<file path="config.mk">
export PLATFORM = sky130hd
export DESIGN_NAME = buddy_block_allocator
export DESIGN_NICKNAME = d
export VERILOG_FILES = /design/src/rtl/bba_pkg.sv /design/src/rtl/buddy_block_allocator.sv /design/src/rtl/bba_ctrl.sv /design/src/rtl/bba_datapath.sv
export SDC_FILE = /design/constraint.sdc
export NUM_CORES = 2
export LEC_CHECK = 0
export BUFFER_PORTS_ARGS = -buffer_cell sky130_fd_sc_hd__buf_4
export CAP_MARGIN = 20
export CORE_MARGIN = 2
export CORE_UTILIZATION = 59
export DETAILED_ROUTE_END_ITERATION = 12
export GPL_TIMING_DRIVEN = 1
export PLACE_DENSITY = 0.75
export SLEW_MARGIN = 20
export SYNTH_ARGS = -nofsm -noshare
export SYNTH_HDL_FRONTEND = slang
export SYNTH_HIERARCHICAL = 1
export SYNTH_SLANG_ARGS = --single-unit
export TNS_END_PERCENT = 20
</file>
<file path="constraint.sdc">
create_clock -name i_clk -period 92.6 [get_ports i_clk]
set_input_delay 9.26 -clock i_clk [delete_from_list [all_inputs] [get_ports i_clk]]
set_output_delay 9.26 -clock i_clk [all_outputs]
set_load 0.01 [all_outputs]
</file>
<file path="src/rtl/bba_pkg.sv">
// Shared types and constants of the buddy block allocator.
// Holds the controller states, the datapath command and status structs.
// No dependencies.
package bba_pkg;

    localparam int POOL_ORDER_DEF   = 10;
    localparam int MIN_ORDER_DEF    = 1;
    localparam int HEADER_BYTES_DEF = 8;
    localparam int REQ_W            = 10;

    typedef enum logic [3:0] {
        ST_CLEAR,
        ST_IDLE,
        ST_DECODE,
        ST_SCAN_RD,
        ST_SCAN_CHK,
        ST_SPLIT,
        ST_FREE_ORD,
        ST_MERGE_RD,
        ST_MERGE_CHK,
        ST_RESP
    } t_state;

    typedef enum logic [3:0] {
        DP_NOP,
        DP_CLEAR,
        DP_LATCH,
        DP_SCAN_START,
        DP_SCAN_RD,
        DP_TAKE,
        DP_SCAN_NEXT_IDX,
        DP_SCAN_NEXT_LVL,
        DP_SPLIT,
        DP_ALLOC_DONE,
        DP_FAIL,
        DP_ORD_RD,
        DP_FREE_START,
        DP_MERGE_RD,
        DP_MERGE,
        DP_FREE_DONE
    } t_dp_op;

    typedef struct packed {
        t_dp_op op;
        logic   load_out;
    } t_dp_cmd;

    typedef struct packed {
        logic clr_last;
        logic is_free;
        logic alloc_bad;
        logic free_bad;
        logic fm_bit;
        logic ord_ok;
        logic idx_last;
        logic lvl_top;
        logic at_tgt;
        logic out_free;
    } t_dp_stat;

endpackage

</file>
<file path="src/rtl/buddy_block_allocator.sv">
// Buddy block allocator: top level joining controller and datapath.
// Depends on bba_pkg, bba_ctrl and bba_datapath.
//
// Request channel (i_req_valid / o_req_ready) carries one item: a type bit
// (allocate or free), a size for allocate and an address for free. The
// response channel (o_rsp_valid / i_rsp_ready) returns one item per request:
// the block address plus header on a successful allocate, else zero, and ok.
// Pool order must exceed the minimum block order.
// After reset the block runs a clearing pass over the free bitmap, one entry
// a cycle, during which no request is accepted.
// One request is worked on at a time. An allocate scans the free bitmap
// entries from the target level upward and splits the block it takes down
// to the target level; a free reads the block order and merges with free
// buddies level by level. The free bitmap memory has a registered read.
// The result sits in an output register; when the receiver stalls, the
// finished request waits for that register and no new request is taken.
module buddy_block_allocator #(
    parameter int POOL_ORDER   = bba_pkg::POOL_ORDER_DEF,
    parameter int MIN_ORDER    = bba_pkg::MIN_ORDER_DEF,
    parameter int HEADER_BYTES = bba_pkg::HEADER_BYTES_DEF
) (
    input  logic                      i_clk,
    input  logic                      i_rst_n,
    input  logic                      i_req_valid,
    output logic                      o_req_ready,
    input  logic                      i_req_type,
    input  logic [bba_pkg::REQ_W-1:0] i_req_size,
    input  logic [bba_pkg::REQ_W-1:0] i_free_addr,
    output logic                      o_rsp_valid,
    input  logic                      i_rsp_ready,
    output logic [bba_pkg::REQ_W-1:0] o_block_addr,
    output logic                      o_ok
);

    bba_pkg::t_dp_cmd  cmd;
    bba_pkg::t_dp_stat stat;

    bba_ctrl u_ctrl (
        .i_clk       (i_clk),
        .i_rst_n     (i_rst_n),
        .i_req_valid (i_req_valid),
        .o_req_ready (o_req_ready),
        .i_stat      (stat),
        .o_cmd       (cmd)
    );

    bba_datapath #(
        .POOL_ORDER   (POOL_ORDER),
        .MIN_ORDER    (MIN_ORDER),
        .HEADER_BYTES (HEADER_BYTES)
    ) u_dp (
        .i_clk        (i_clk),
        .i_rst_n      (i_rst_n),
        .i_cmd        (cmd),
        .o_stat       (stat),
        .i_req_type   (i_req_type),
        .i_req_size   (i_req_size),
        .i_free_addr  (i_free_addr),
        .o_rsp_valid  (o_rsp_valid),
        .i_rsp_ready  (i_rsp_ready),
        .o_block_addr (o_block_addr),
        .o_ok         (o_ok)
    );

`ifndef SYNTHESIS
    a_one_at_a_time: assert property (@(posedge i_clk) disable iff (!i_rst_n)
        (i_req_valid && o_req_ready) |=> !o_req_ready)
        else $error("request accepted while another is in progress");

    a_fail_addr_zero: assert property (@(posedge i_clk) disable iff (!i_rst_n)
        (o_rsp_valid && !o_ok) |-> (o_block_addr == '0))
        else $error("failed request returned a nonzero address");

    a_no_req_in_clear: assert property (@(posedge i_clk) disable iff (!i_rst_n)
        (cmd.op == bba_pkg::DP_CLEAR) |-> !o_req_ready)
        else $error("request ready during clearing pass");

    a_load_when_free: assert property (@(posedge i_clk) disable iff (!i_rst_n)
        cmd.load_out |-> (!o_rsp_valid || i_rsp_ready))
        else $error("output register overwritten before it was taken");
`endif

endmodule

</file>
<file path="src/rtl/bba_ctrl.sv">
// Controller state machine of the buddy block allocator.
// Sequences clearing, scan, split and merge steps; uses bba_pkg.
module bba_ctrl (
    input  logic              i_clk,
    input  logic              i_rst_n,
    input  logic              i_req_valid,
    output logic              o_req_ready,
    input  bba_pkg::t_dp_stat i_stat,
    output bba_pkg::t_dp_cmd  o_cmd
);

    bba_pkg::t_state r_state;
    bba_pkg::t_state n_state;

    always_ff @(posedge i_clk) begin
        if (!i_rst_n) begin
            r_state <= bba_pkg::ST_CLEAR;
        end else begin
            r_state <= n_state;
        end
    end

    always_comb begin
        n_state        = r_state;
        o_cmd.op       = bba_pkg::DP_NOP;
        o_cmd.load_out = 1'b0;
        o_req_ready    = 1'b0;
        unique case (r_state)
            bba_pkg::ST_CLEAR: begin
                o_cmd.op = bba_pkg::DP_CLEAR;
                if (i_stat.clr_last) begin
                    n_state = bba_pkg::ST_IDLE;
                end
            end
            bba_pkg::ST_IDLE: begin
                o_req_ready = 1'b1;
                if (i_req_valid) begin
                    o_cmd.op = bba_pkg::DP_LATCH;
                    n_state  = bba_pkg::ST_DECODE;
                end
            end
            bba_pkg::ST_DECODE: begin
                if (i_stat.is_free) begin
                    if (i_stat.free_bad) begin
                        o_cmd.op = bba_pkg::DP_FAIL;
                        n_state  = bba_pkg::ST_RESP;
                    end else begin
                        o_cmd.op = bba_pkg::DP_ORD_RD;
                        n_state  = bba_pkg::ST_FREE_ORD;
                    end
                end else if (i_stat.alloc_bad) begin
                    o_cmd.op = bba_pkg::DP_FAIL;
                    n_state  = bba_pkg::ST_RESP;
                end else begin
                    o_cmd.op = bba_pkg::DP_SCAN_START;
                    n_state  = bba_pkg::ST_SCAN_RD;
                end
            end
            bba_pkg::ST_SCAN_RD: begin
                o_cmd.op = bba_pkg::DP_SCAN_RD;
                n_state  = bba_pkg::ST_SCAN_CHK;
            end
            bba_pkg::ST_SCAN_CHK: begin
                if (i_stat.fm_bit) begin
                    o_cmd.op = bba_pkg::DP_TAKE;
                    n_state  = bba_pkg::ST_SPLIT;
                end else if (!i_stat.idx_last) begin
                    o_cmd.op = bba_pkg::DP_SCAN_NEXT_IDX;
                    n_state  = bba_pkg::ST_SCAN_RD;
                end else if (!i_stat.lvl_top) begin
                    o_cmd.op = bba_pkg::DP_SCAN_NEXT_LVL;
                    n_state  = bba_pkg::ST_SCAN_RD;
                end else begin
                    o_cmd.op = bba_pkg::DP_FAIL;
                    n_state  = bba_pkg::ST_RESP;
                end
            end
            bba_pkg::ST_SPLIT: begin
                if (i_stat.at_tgt) begin
                    o_cmd.op = bba_pkg::DP_ALLOC_DONE;
                    n_state  = bba_pkg::ST_RESP;
                end else begin
                    o_cmd.op = bba_pkg::DP_SPLIT;
                end
            end
            bba_pkg::ST_FREE_ORD: begin
                if (i_stat.ord_ok) begin
                    o_cmd.op = bba_pkg::DP_FREE_START;
                    n_state  = bba_pkg::ST_MERGE_RD;
                end else begin
                    o_cmd.op = bba_pkg::DP_FAIL;
                    n_state  = bba_pkg::ST_RESP;
                end
            end
            bba_pkg::ST_MERGE_RD: begin
                if (i_stat.lvl_top) begin
                    o_cmd.op = bba_pkg::DP_FREE_DONE;
                    n_state  = bba_pkg::ST_RESP;
                end else begin
                    o_cmd.op = bba_pkg::DP_MERGE_RD;
                    n_state  = bba_pkg::ST_MERGE_CHK;
                end
            end
            bba_pkg::ST_MERGE_CHK: begin
                if (i_stat.fm_bit) begin
                    o_cmd.op = bba_pkg::DP_MERGE;
                    n_state  = bba_pkg::ST_MERGE_RD;
                end else begin
                    o_cmd.op = bba_pkg::DP_FREE_DONE;
                    n_state  = bba_pkg::ST_RESP;
                end
            end
            bba_pkg::ST_RESP: begin
                if (i_stat.out_free) begin
                    o_cmd.load_out = 1'b1;
                    n_state        = bba_pkg::ST_IDLE;
                end
            end
            default: begin
                n_state = bba_pkg::ST_CLEAR;
            end
        endcase
    end

endmodule

</file>
<file path="src/rtl/bba_datapath.sv">
// Datapath of the buddy block allocator: free bitmap and block order memories,
// level and index registers, request decode and the output register. Uses bba_pkg.
module bba_datapath #(
    parameter int POOL_ORDER   = bba_pkg::POOL_ORDER_DEF,
    parameter int MIN_ORDER    = bba_pkg::MIN_ORDER_DEF,
    parameter int HEADER_BYTES = bba_pkg::HEADER_BYTES_DEF
) (
    input  logic                      i_clk,
    input  logic                      i_rst_n,
    input  bba_pkg::t_dp_cmd          i_cmd,
    output bba_pkg::t_dp_stat         o_stat,
    input  logic                      i_req_type,
    input  logic [bba_pkg::REQ_W-1:0] i_req_size,
    input  logic [bba_pkg::REQ_W-1:0] i_free_addr,
    output logic                      o_rsp_valid,
    input  logic                      i_rsp_ready,
    output logic [bba_pkg::REQ_W-1:0] o_block_addr,
    output logic                      o_ok
);

    localparam int RW  = bba_pkg::REQ_W;
    localparam int L   = POOL_ORDER - MIN_ORDER + 1;
    localparam int FAW = L;
    localparam int FD  = (1 << L) - 1;
    localparam int SW  = POOL_ORDER - MIN_ORDER;
    localparam int OD  = 1 << SW;
    localparam int LW  = $clog2(L);
    localparam int OW  = $clog2(POOL_ORDER + 1);
    localparam int XW  = POOL_ORDER + 8;

    logic            r_free_map [0:FD-1];
    logic [OW:0]     r_order    [0:OD-1];

    logic [FAW-1:0]  r_clr;
    logic            r_type;
    logic [RW-1:0]   r_size;
    logic [RW-1:0]   r_faddr;
    logic [LW-1:0]   r_lvl;
    logic [SW-1:0]   r_idx;
    logic [OW-1:0]   r_k;
    logic            r_fm_q;
    logic [OW:0]     r_om_q;
    logic [RW-1:0]   r_res_addr;
    logic            r_res_ok;
    logic            r_out_valid;
    logic [RW-1:0]   r_out_addr;
    logic            r_out_ok;

    logic [RW:0]     total;
    logic [RW:0]     tm1;
    logic [3:0]      kneed;
    logic [OW-1:0]   k_calc;
    logic [LW-1:0]   tgt;
    logic [RW-1:0]   off;
    logic [SW-1:0]   slot;
    logic [OW-1:0]   k_mem;
    logic [SW:0]     cnt_m1;
    logic [SW-1:0]   idx_up;
    logic [SW-1:0]   mate;
    logic [XW-1:0]   blk_off;

    logic            fm_we;
    logic [FAW-1:0]  fm_waddr;
    logic            fm_wdata;
    logic            fm_re;
    logic [FAW-1:0]  fm_raddr;
    logic            om_we;
    logic [SW-1:0]   om_waddr;
    logic [OW:0]     om_wdata;
    logic            om_re;

    function automatic logic [FAW-1:0] fm_addr(input logic [LW-1:0] lvl,
                                               input logic [SW-1:0] idx);
        logic [FAW-1:0] base;
        base    = (FAW'(1) << (L - 1 - int'(lvl))) - FAW'(1);
        fm_addr = base + FAW'(idx);
    endfunction

    always_comb begin
        total = (RW + 1)'(r_size) + (RW + 1)'(HEADER_BYTES);
        tm1   = (total == '0) ? '0 : total - (RW + 1)'(1);
        kneed = '0;
        for (int i = 0; i <= RW; i++) begin
            if (tm1[i]) begin
                kneed = 4'(i + 1);
            end
        end
        k_calc  = (int'(kneed) < MIN_ORDER) ? OW'(MIN_ORDER) : OW'(kneed);
        tgt     = LW'(int'(r_k) - MIN_ORDER);
        off     = r_faddr - RW'(HEADER_BYTES);
        slot    = SW'(off >> MIN_ORDER);
        k_mem   = r_om_q[OW-1:0];
        cnt_m1  = ((SW + 1)'(1) << (L - 1 - int'(r_lvl))) - (SW + 1)'(1);
        idx_up  = SW'({r_idx, 1'b1});
        mate    = r_idx ^ SW'(1);
        blk_off = XW'(r_idx) << (MIN_ORDER + int'(r_lvl));
    end

    always_comb begin
        o_stat.clr_last  = (r_clr == FAW'(FD - 1));
        o_stat.is_free   = r_type;
        o_stat.alloc_bad = (int'(kneed) > POOL_ORDER);
        o_stat.free_bad  = (int'(r_faddr) < HEADER_BYTES)
                        || (((RW + 1)'(off) >> POOL_ORDER) != '0)
                        || ((off & RW'((1 << MIN_ORDER) - 1)) != '0);
        o_stat.fm_bit    = r_fm_q;
        o_stat.ord_ok    = r_om_q[OW] && (int'(k_mem) >= MIN_ORDER)
                        && (int'(k_mem) <= POOL_ORDER);
        o_stat.idx_last  = (r_idx == cnt_m1[SW-1:0]);
        o_stat.lvl_top   = (int'(r_lvl) == L - 1);
        o_stat.at_tgt    = (r_lvl == tgt);
        o_stat.out_free  = !r_out_valid || i_rsp_ready;
    end

    always_comb begin
        fm_we    = 1'b0;
        fm_waddr = fm_addr(r_lvl, r_idx);
        fm_wdata = 1'b0;
        fm_re    = 1'b0;
        fm_raddr = fm_addr(r_lvl, r_idx);
        om_we    = 1'b0;
        om_waddr = slot;
        om_wdata = '0;
        om_re    = 1'b0;
        case (i_cmd.op)
            bba_pkg::DP_CLEAR: begin
                fm_we    = 1'b1;
                fm_waddr = r_clr;
                fm_wdata = (r_clr == '0);
                om_we    = (int'(r_clr) < OD);
                om_waddr = SW'(r_clr);
            end
            bba_pkg::DP_SCAN_RD: begin
                fm_re = 1'b1;
            end
            bba_pkg::DP_TAKE: begin
                fm_we = 1'b1;
            end
            bba_pkg::DP_SPLIT: begin
                fm_we    = 1'b1;
                fm_waddr = fm_addr(r_lvl - LW'(1), idx_up);
                fm_wdata = 1'b1;
            end
            bba_pkg::DP_ALLOC_DONE: begin
                om_we    = 1'b1;
                om_waddr = SW'(blk_off >> MIN_ORDER);
                om_wdata = {1'b1, r_k};
            end
            bba_pkg::DP_ORD_RD: begin
                om_re = 1'b1;
            end
            bba_pkg::DP_FREE_START: begin
                om_we = 1'b1;
            end
            bba_pkg::DP_MERGE_RD: begin
                fm_re    = 1'b1;
                fm_raddr = fm_addr(r_lvl, mate);
            end
            bba_pkg::DP_MERGE: begin
                fm_we    = 1'b1;
                fm_waddr = fm_addr(r_lvl, mate);
            end
            bba_pkg::DP_FREE_DONE: begin
                fm_we    = 1'b1;
                fm_wdata = 1'b1;
            end
            default: begin
                fm_we = 1'b0;
            end
        endcase
    end

    always_ff @(posedge i_clk) begin
        if (fm_we) begin
            r_free_map[fm_waddr] <= fm_wdata;
        end
        if (fm_re) begin
            r_fm_q <= r_free_map[fm_raddr];
        end
        if (om_we) begin
            r_order[om_waddr] <= om_wdata;
        end
        if (om_re) begin
            r_om_q <= r_order[slot];
        end
    end

    always_ff @(posedge i_clk) begin
        case (i_cmd.op)
            bba_pkg::DP_LATCH: begin
                r_type  <= i_req_type;
                r_size  <= i_req_size;
                r_faddr <= i_free_addr;
            end
            bba_pkg::DP_SCAN_START: begin
                r_k   <= k_calc;
                r_lvl <= LW'(int'(k_calc) - MIN_ORDER);
                r_idx <= '0;
            end
            bba_pkg::DP_SCAN_NEXT_IDX: begin
                r_idx <= r_idx + SW'(1);
            end
            bba_pkg::DP_SCAN_NEXT_LVL: begin
                r_lvl <= r_lvl + LW'(1);
                r_idx <= '0;
            end
            bba_pkg::DP_SPLIT: begin
                r_lvl <= r_lvl - LW'(1);
                r_idx <= SW'({r_idx, 1'b0});
            end
            bba_pkg::DP_ALLOC_DONE: begin
                r_res_addr <= RW'(blk_off + XW'(HEADER_BYTES));
                r_res_ok   <= 1'b1;
            end
            bba_pkg::DP_FAIL: begin
                r_res_addr <= '0;
                r_res_ok   <= 1'b0;
            end
            bba_pkg::DP_FREE_START: begin
                r_lvl <= LW'(int'(k_mem) - MIN_ORDER);
                r_idx <= SW'(off >> k_mem);
            end
            bba_pkg::DP_MERGE: begin
                r_lvl <= r_lvl + LW'(1);
                r_idx <= r_idx >> 1;
            end
            bba_pkg::DP_FREE_DONE: begin
                r_res_addr <= '0;
                r_res_ok   <= 1'b1;
            end
            default: begin
                r_lvl <= r_lvl;
            end
        endcase
        if (i_cmd.load_out) begin
            r_out_addr <= r_res_addr;
            r_out_ok   <= r_res_ok;
        end
    end

    always_ff @(posedge i_clk) begin
        if (!i_rst_n) begin
            r_clr       <= '0;
            r_out_valid <= 1'b0;
        end else begin
            if (i_cmd.op == bba_pkg::DP_CLEAR) begin
                r_clr <= r_clr + FAW'(1);
            end
            if (i_cmd.load_out) begin
                r_out_valid <= 1'b1;
            end else if (i_rsp_ready) begin
                r_out_valid <= 1'b0;
            end
        end
    end

    assign o_rsp_valid  = r_out_valid;
    assign o_block_addr = r_out_addr;
    assign o_ok         = r_out_ok;

endmodule

</file>
==> flow_summary.toml <==
[job]
cap_viol_max_count = 0

[setup_path]
cp_cell_sequence = "buf_4, inv_1, o211ai_1, o21ai_1, o22ai_2, buf_4, and4b_4, buf_4, xnor2_4, buf_4, buf_12, buf_12, mux4_2, nand2_1, nand3_1, a21boi_0, a311oi_1, a221oi_1, a2111oi_0, a311o_1"
crit_type = "in -> reg"
critPathTopFamily = "buffers and inverters"
crit_buf_inv = 7
rr_endpoint = "u_dp/r_fm_q$_DFFE_PP_"
crit_path_frequent_cell = "buf_4"
r2r_start = "u_dp/r_lvl[1]$_DFFE_PP_"
path_max_fanout = 84
start_kind = "input pin"
rrSetupSlack_ns = 81.83
cp.depth = 20
startpoint = "i_req_valid"
cpPeakStageDelay_ns = 0.59
ff2ff_path_depth = 30
endpoint_kind = "flip-flop"
worstPathRequired_ns = 93.24
cpMaxStageDelayCell = "mux4_2"
arrival_ns = 15.21
crit_end = "u_dp/r_fm_q$_DFFE_PP_"

[clock_network]
postCtsSetupBuffers = 0
cts-resized-gates = 0
clk-insertion-delay-late_ns = 0.92
cts_tree = "yes"
cts_sinks = 3664
clockRootBuffer = "clkbuf_16"
clock_path_buffers = 4
ctsHtreeMaxLevel = 5
numCtsBuffers = 367
cts_hold_buf = 0
cts.clk_slew.worst_paths_ns = 0.06

[drt]
ant_nets = 0
num_vias = 86700
wl_per_cell_um = 31.1
drc = 0
drt-total-wl_mm = 392
avgViaCountPerCell = 6.88
drt_iter0_markers = 12800
dr.pass1.iters = 6

[power]
ir_drop_mv = 0.0177
p_total_mw = 3.31
p_per_area_nw_per_um2 = 19.5
p_leak_nw = 46.3

[logic_synthesis]
synth_top_area_share_pct = 71.1
synth_cell_type_count = 98
synth_ff_type = "edfxtp_1"
synth_area_um2 = 154000
synth-edff-count = 3649
yosys_register_bits = 3664
syn_avg_cell_area_um2 = 17.2
seq_area_frac_synth_pct = 71.3
yosys-top-cells-count = "3,649 x edfxtp_1, 1,695 x nor2_1, 996 x mux4_2"
yosysWarnings = 6
postSynthCellCount = 8977
async_reset_ff_share_pct = 0
synth.most_common_cell = "edfxtp_1"
syn_nets = 9049
yosys.area.top_type = "edfxtp_1"
synthTopCellsByArea = "edfxtp_1 71%, mux4_2 15%, nor2_1 4.1%"

[timing]
rsz0062_at_grt = "no"
fmax_ghz = 0.0687
timing.hold.ws_ns = 0.417
tns_ns = 0
finalClockSkew_ns = 0.0520
drv_slew = 0
hold_viol_final = 0
fin_crit_sh_pct = 15.7
finalSetupViolations = 0
layout_min_cycle_time_ns = 14.56
slew_headroom_pct = 14.8
worst_pin_slew_ns = 1.28

[floorplan]
start_util_pct = 59.4
die_w_um = 515
rows = 187
coreArea_um2 = 260000
die_area_um2 = 265000
ioPinCount = 38
die_h_um = 515

[global_route]
antenna_found_initial = 4
grt_max_degree = 291
grt_pass1_vias = 85500
grt.total_usage_pct = 29.4
grt_pass1_wl_mm = 575
overflow = 0

[layout]
nets = 8983
drive_gt1_share_pct = 19.6
nFillCells = 16700
area_delta_synth_final_pct = 9.92

[placement]
hpwl_mm = 224
gp_congestion = 0.917
io_buffer_count = 37

[run_status]
outcome = "finished clean"

[min_path]
hp-class = "reg -> reg"
[final cells by class]
type,instances,area [um2],share of cell area (%)
Sequential cell,3664,110000,64.8
Clock inverter,210,2020,1.19
Multi-Input combinational cell,4621,41800,24.7
Antenna cell,5,12.5,0.00738
Inverter,58,218,0.128
Timing Repair Buffer,199,1750,1.03
Tap cell,3402,4260,2.51
Clock buffer,444,9560,5.64
[logic make-up (layout without fill, tap and decap cells)]
family,Yosys count,after routing,share of synthesized area [%]
xor+xnor,78,78,0.460
flops,3664,3664,71.3
compound gates,649,649,3.03
fa+ha+maj,47,47,0.396
buf+inv,692,911,1.92
mux,1182,1182,15.8
other cells,0,5,0
simple gates,2665,2665,7.09
[cells in the final DEF (no fill, tap or decap), types with 73 or more instances in the layout]
cell type and n:
a211oi_1 129, edfxtp_1 3649, buf_4 177, a21oi_1 108, clkbuf_1 73, mux4_2 996
clkbuf_16 371, nand2_1 553, clkinv_1 75, mux2i_1 166, o21ai_0 77, nand3_1 123
nor2_1 1690
[power breakdown]
part	switching [mW]	leakage [nW]	internal (mW)
combinational	0.0281	12.0	0.00315
sequential	0.000474	28.6	1.82
clock	0.623	5.64	0.830
total	0.652	46.3	2.65
[metrics by stage]
step | instances | area (um2) | worst slack [ns] | utilization (%)
final | 12600 | 169000 | 78.04 | 65.3
after global routing | 12600 | 169000 | 77.73 | 65.3
after CTS | 12600 | 169000 | 78.18 | 65.2
after detailed placement | 11900 | 158000 | 77.26 | 60.8
after global placement | 11900 | 158000 | 77.23 | 60.8
after floorplan | 8977 | 154000 | 32.61 | -
[routing by layer]
metal  vias to the layer above  GRT usage (%)  share of wire [%]  wire [um]
li1                      35200              -                  -          -
met1                     44600           40.3                 36     141000
met2                      5873           46.8                 48     188000
met3                       965           6.59                 12      45700
met4                         4           10.9                4.3      16700
met5                         -              0             0.0069         27
[how the worst min path moves through the flow]
stage	from	to	slack [ns]	cells after the start
5_1_grt	u_dp/r_res_addr[4]$_SDFFCE_PP0P_	u_dp/o_block_addr[4]$_DFFE_PP_	0.43	0
3_3_place_gp	u_dp/r_res_addr[9]$_SDFFCE_PP0P_	u_dp/o_block_addr[9]$_DFFE_PP_	0.41	0
6_report	u_dp/r_res_addr[3]$_SDFFCE_PP0P_	u_dp/o_block_addr[3]$_DFFE_PP_	0.42	0
3_5_place_dp	u_dp/r_res_addr[5]$_SDFFCE_PP0P_	u_dp/o_block_addr[5]$_DFFE_PP_	0.41	0
2_1_floorplan	u_dp/r_res_addr[0]$_SDFFCE_PP0P_	u_dp/o_block_addr[0]$_DFFE_PP_	0.40	0
4_1_cts	u_dp/r_res_addr[4]$_SDFFCE_PP0P_	u_dp/o_block_addr[4]$_DFFE_PP_	0.42	0
[worst register-to-register path, delay by kind of cell (launching register included)]
| family | cells | cell delay (ns) |
|---|---|---|
| xor gates and xnor gates | 1 | 0.16 |
| muxes | 1 | 0.65 |
| DFF | 1 | 0.64 |
| AOI/OAI and AO/OA | 7 | 2.30 |
| and+or+nand+nor | 11 | 2.93 |
| adders and majority gates | 3 | 1.09 |
| buffers and inverters | 7 | 2.78 |
[flip-flops by register name, summed over array words and instances, names as in the netlist]
register,flops
u_dp/r_order,2560
u_dp/r_free_map,1023
u_dp/o_block_addr,10
u_dp/r_clr,10
u_dp/r_faddr,10
u_dp/r_res_addr,10
u_dp/r_size,10
u_dp/r_idx,9
u_dp/r_om_q,5
u_ctrl/r_state,4
u_dp/r_k,4
u_dp/r_lvl,4
u_dp/o_ok,1
u_dp/o_rsp_valid,1
u_dp/r_fm_q,1
u_dp/r_res_ok,1
u_dp/r_type,1
Power figures use the tool's default switching activity.
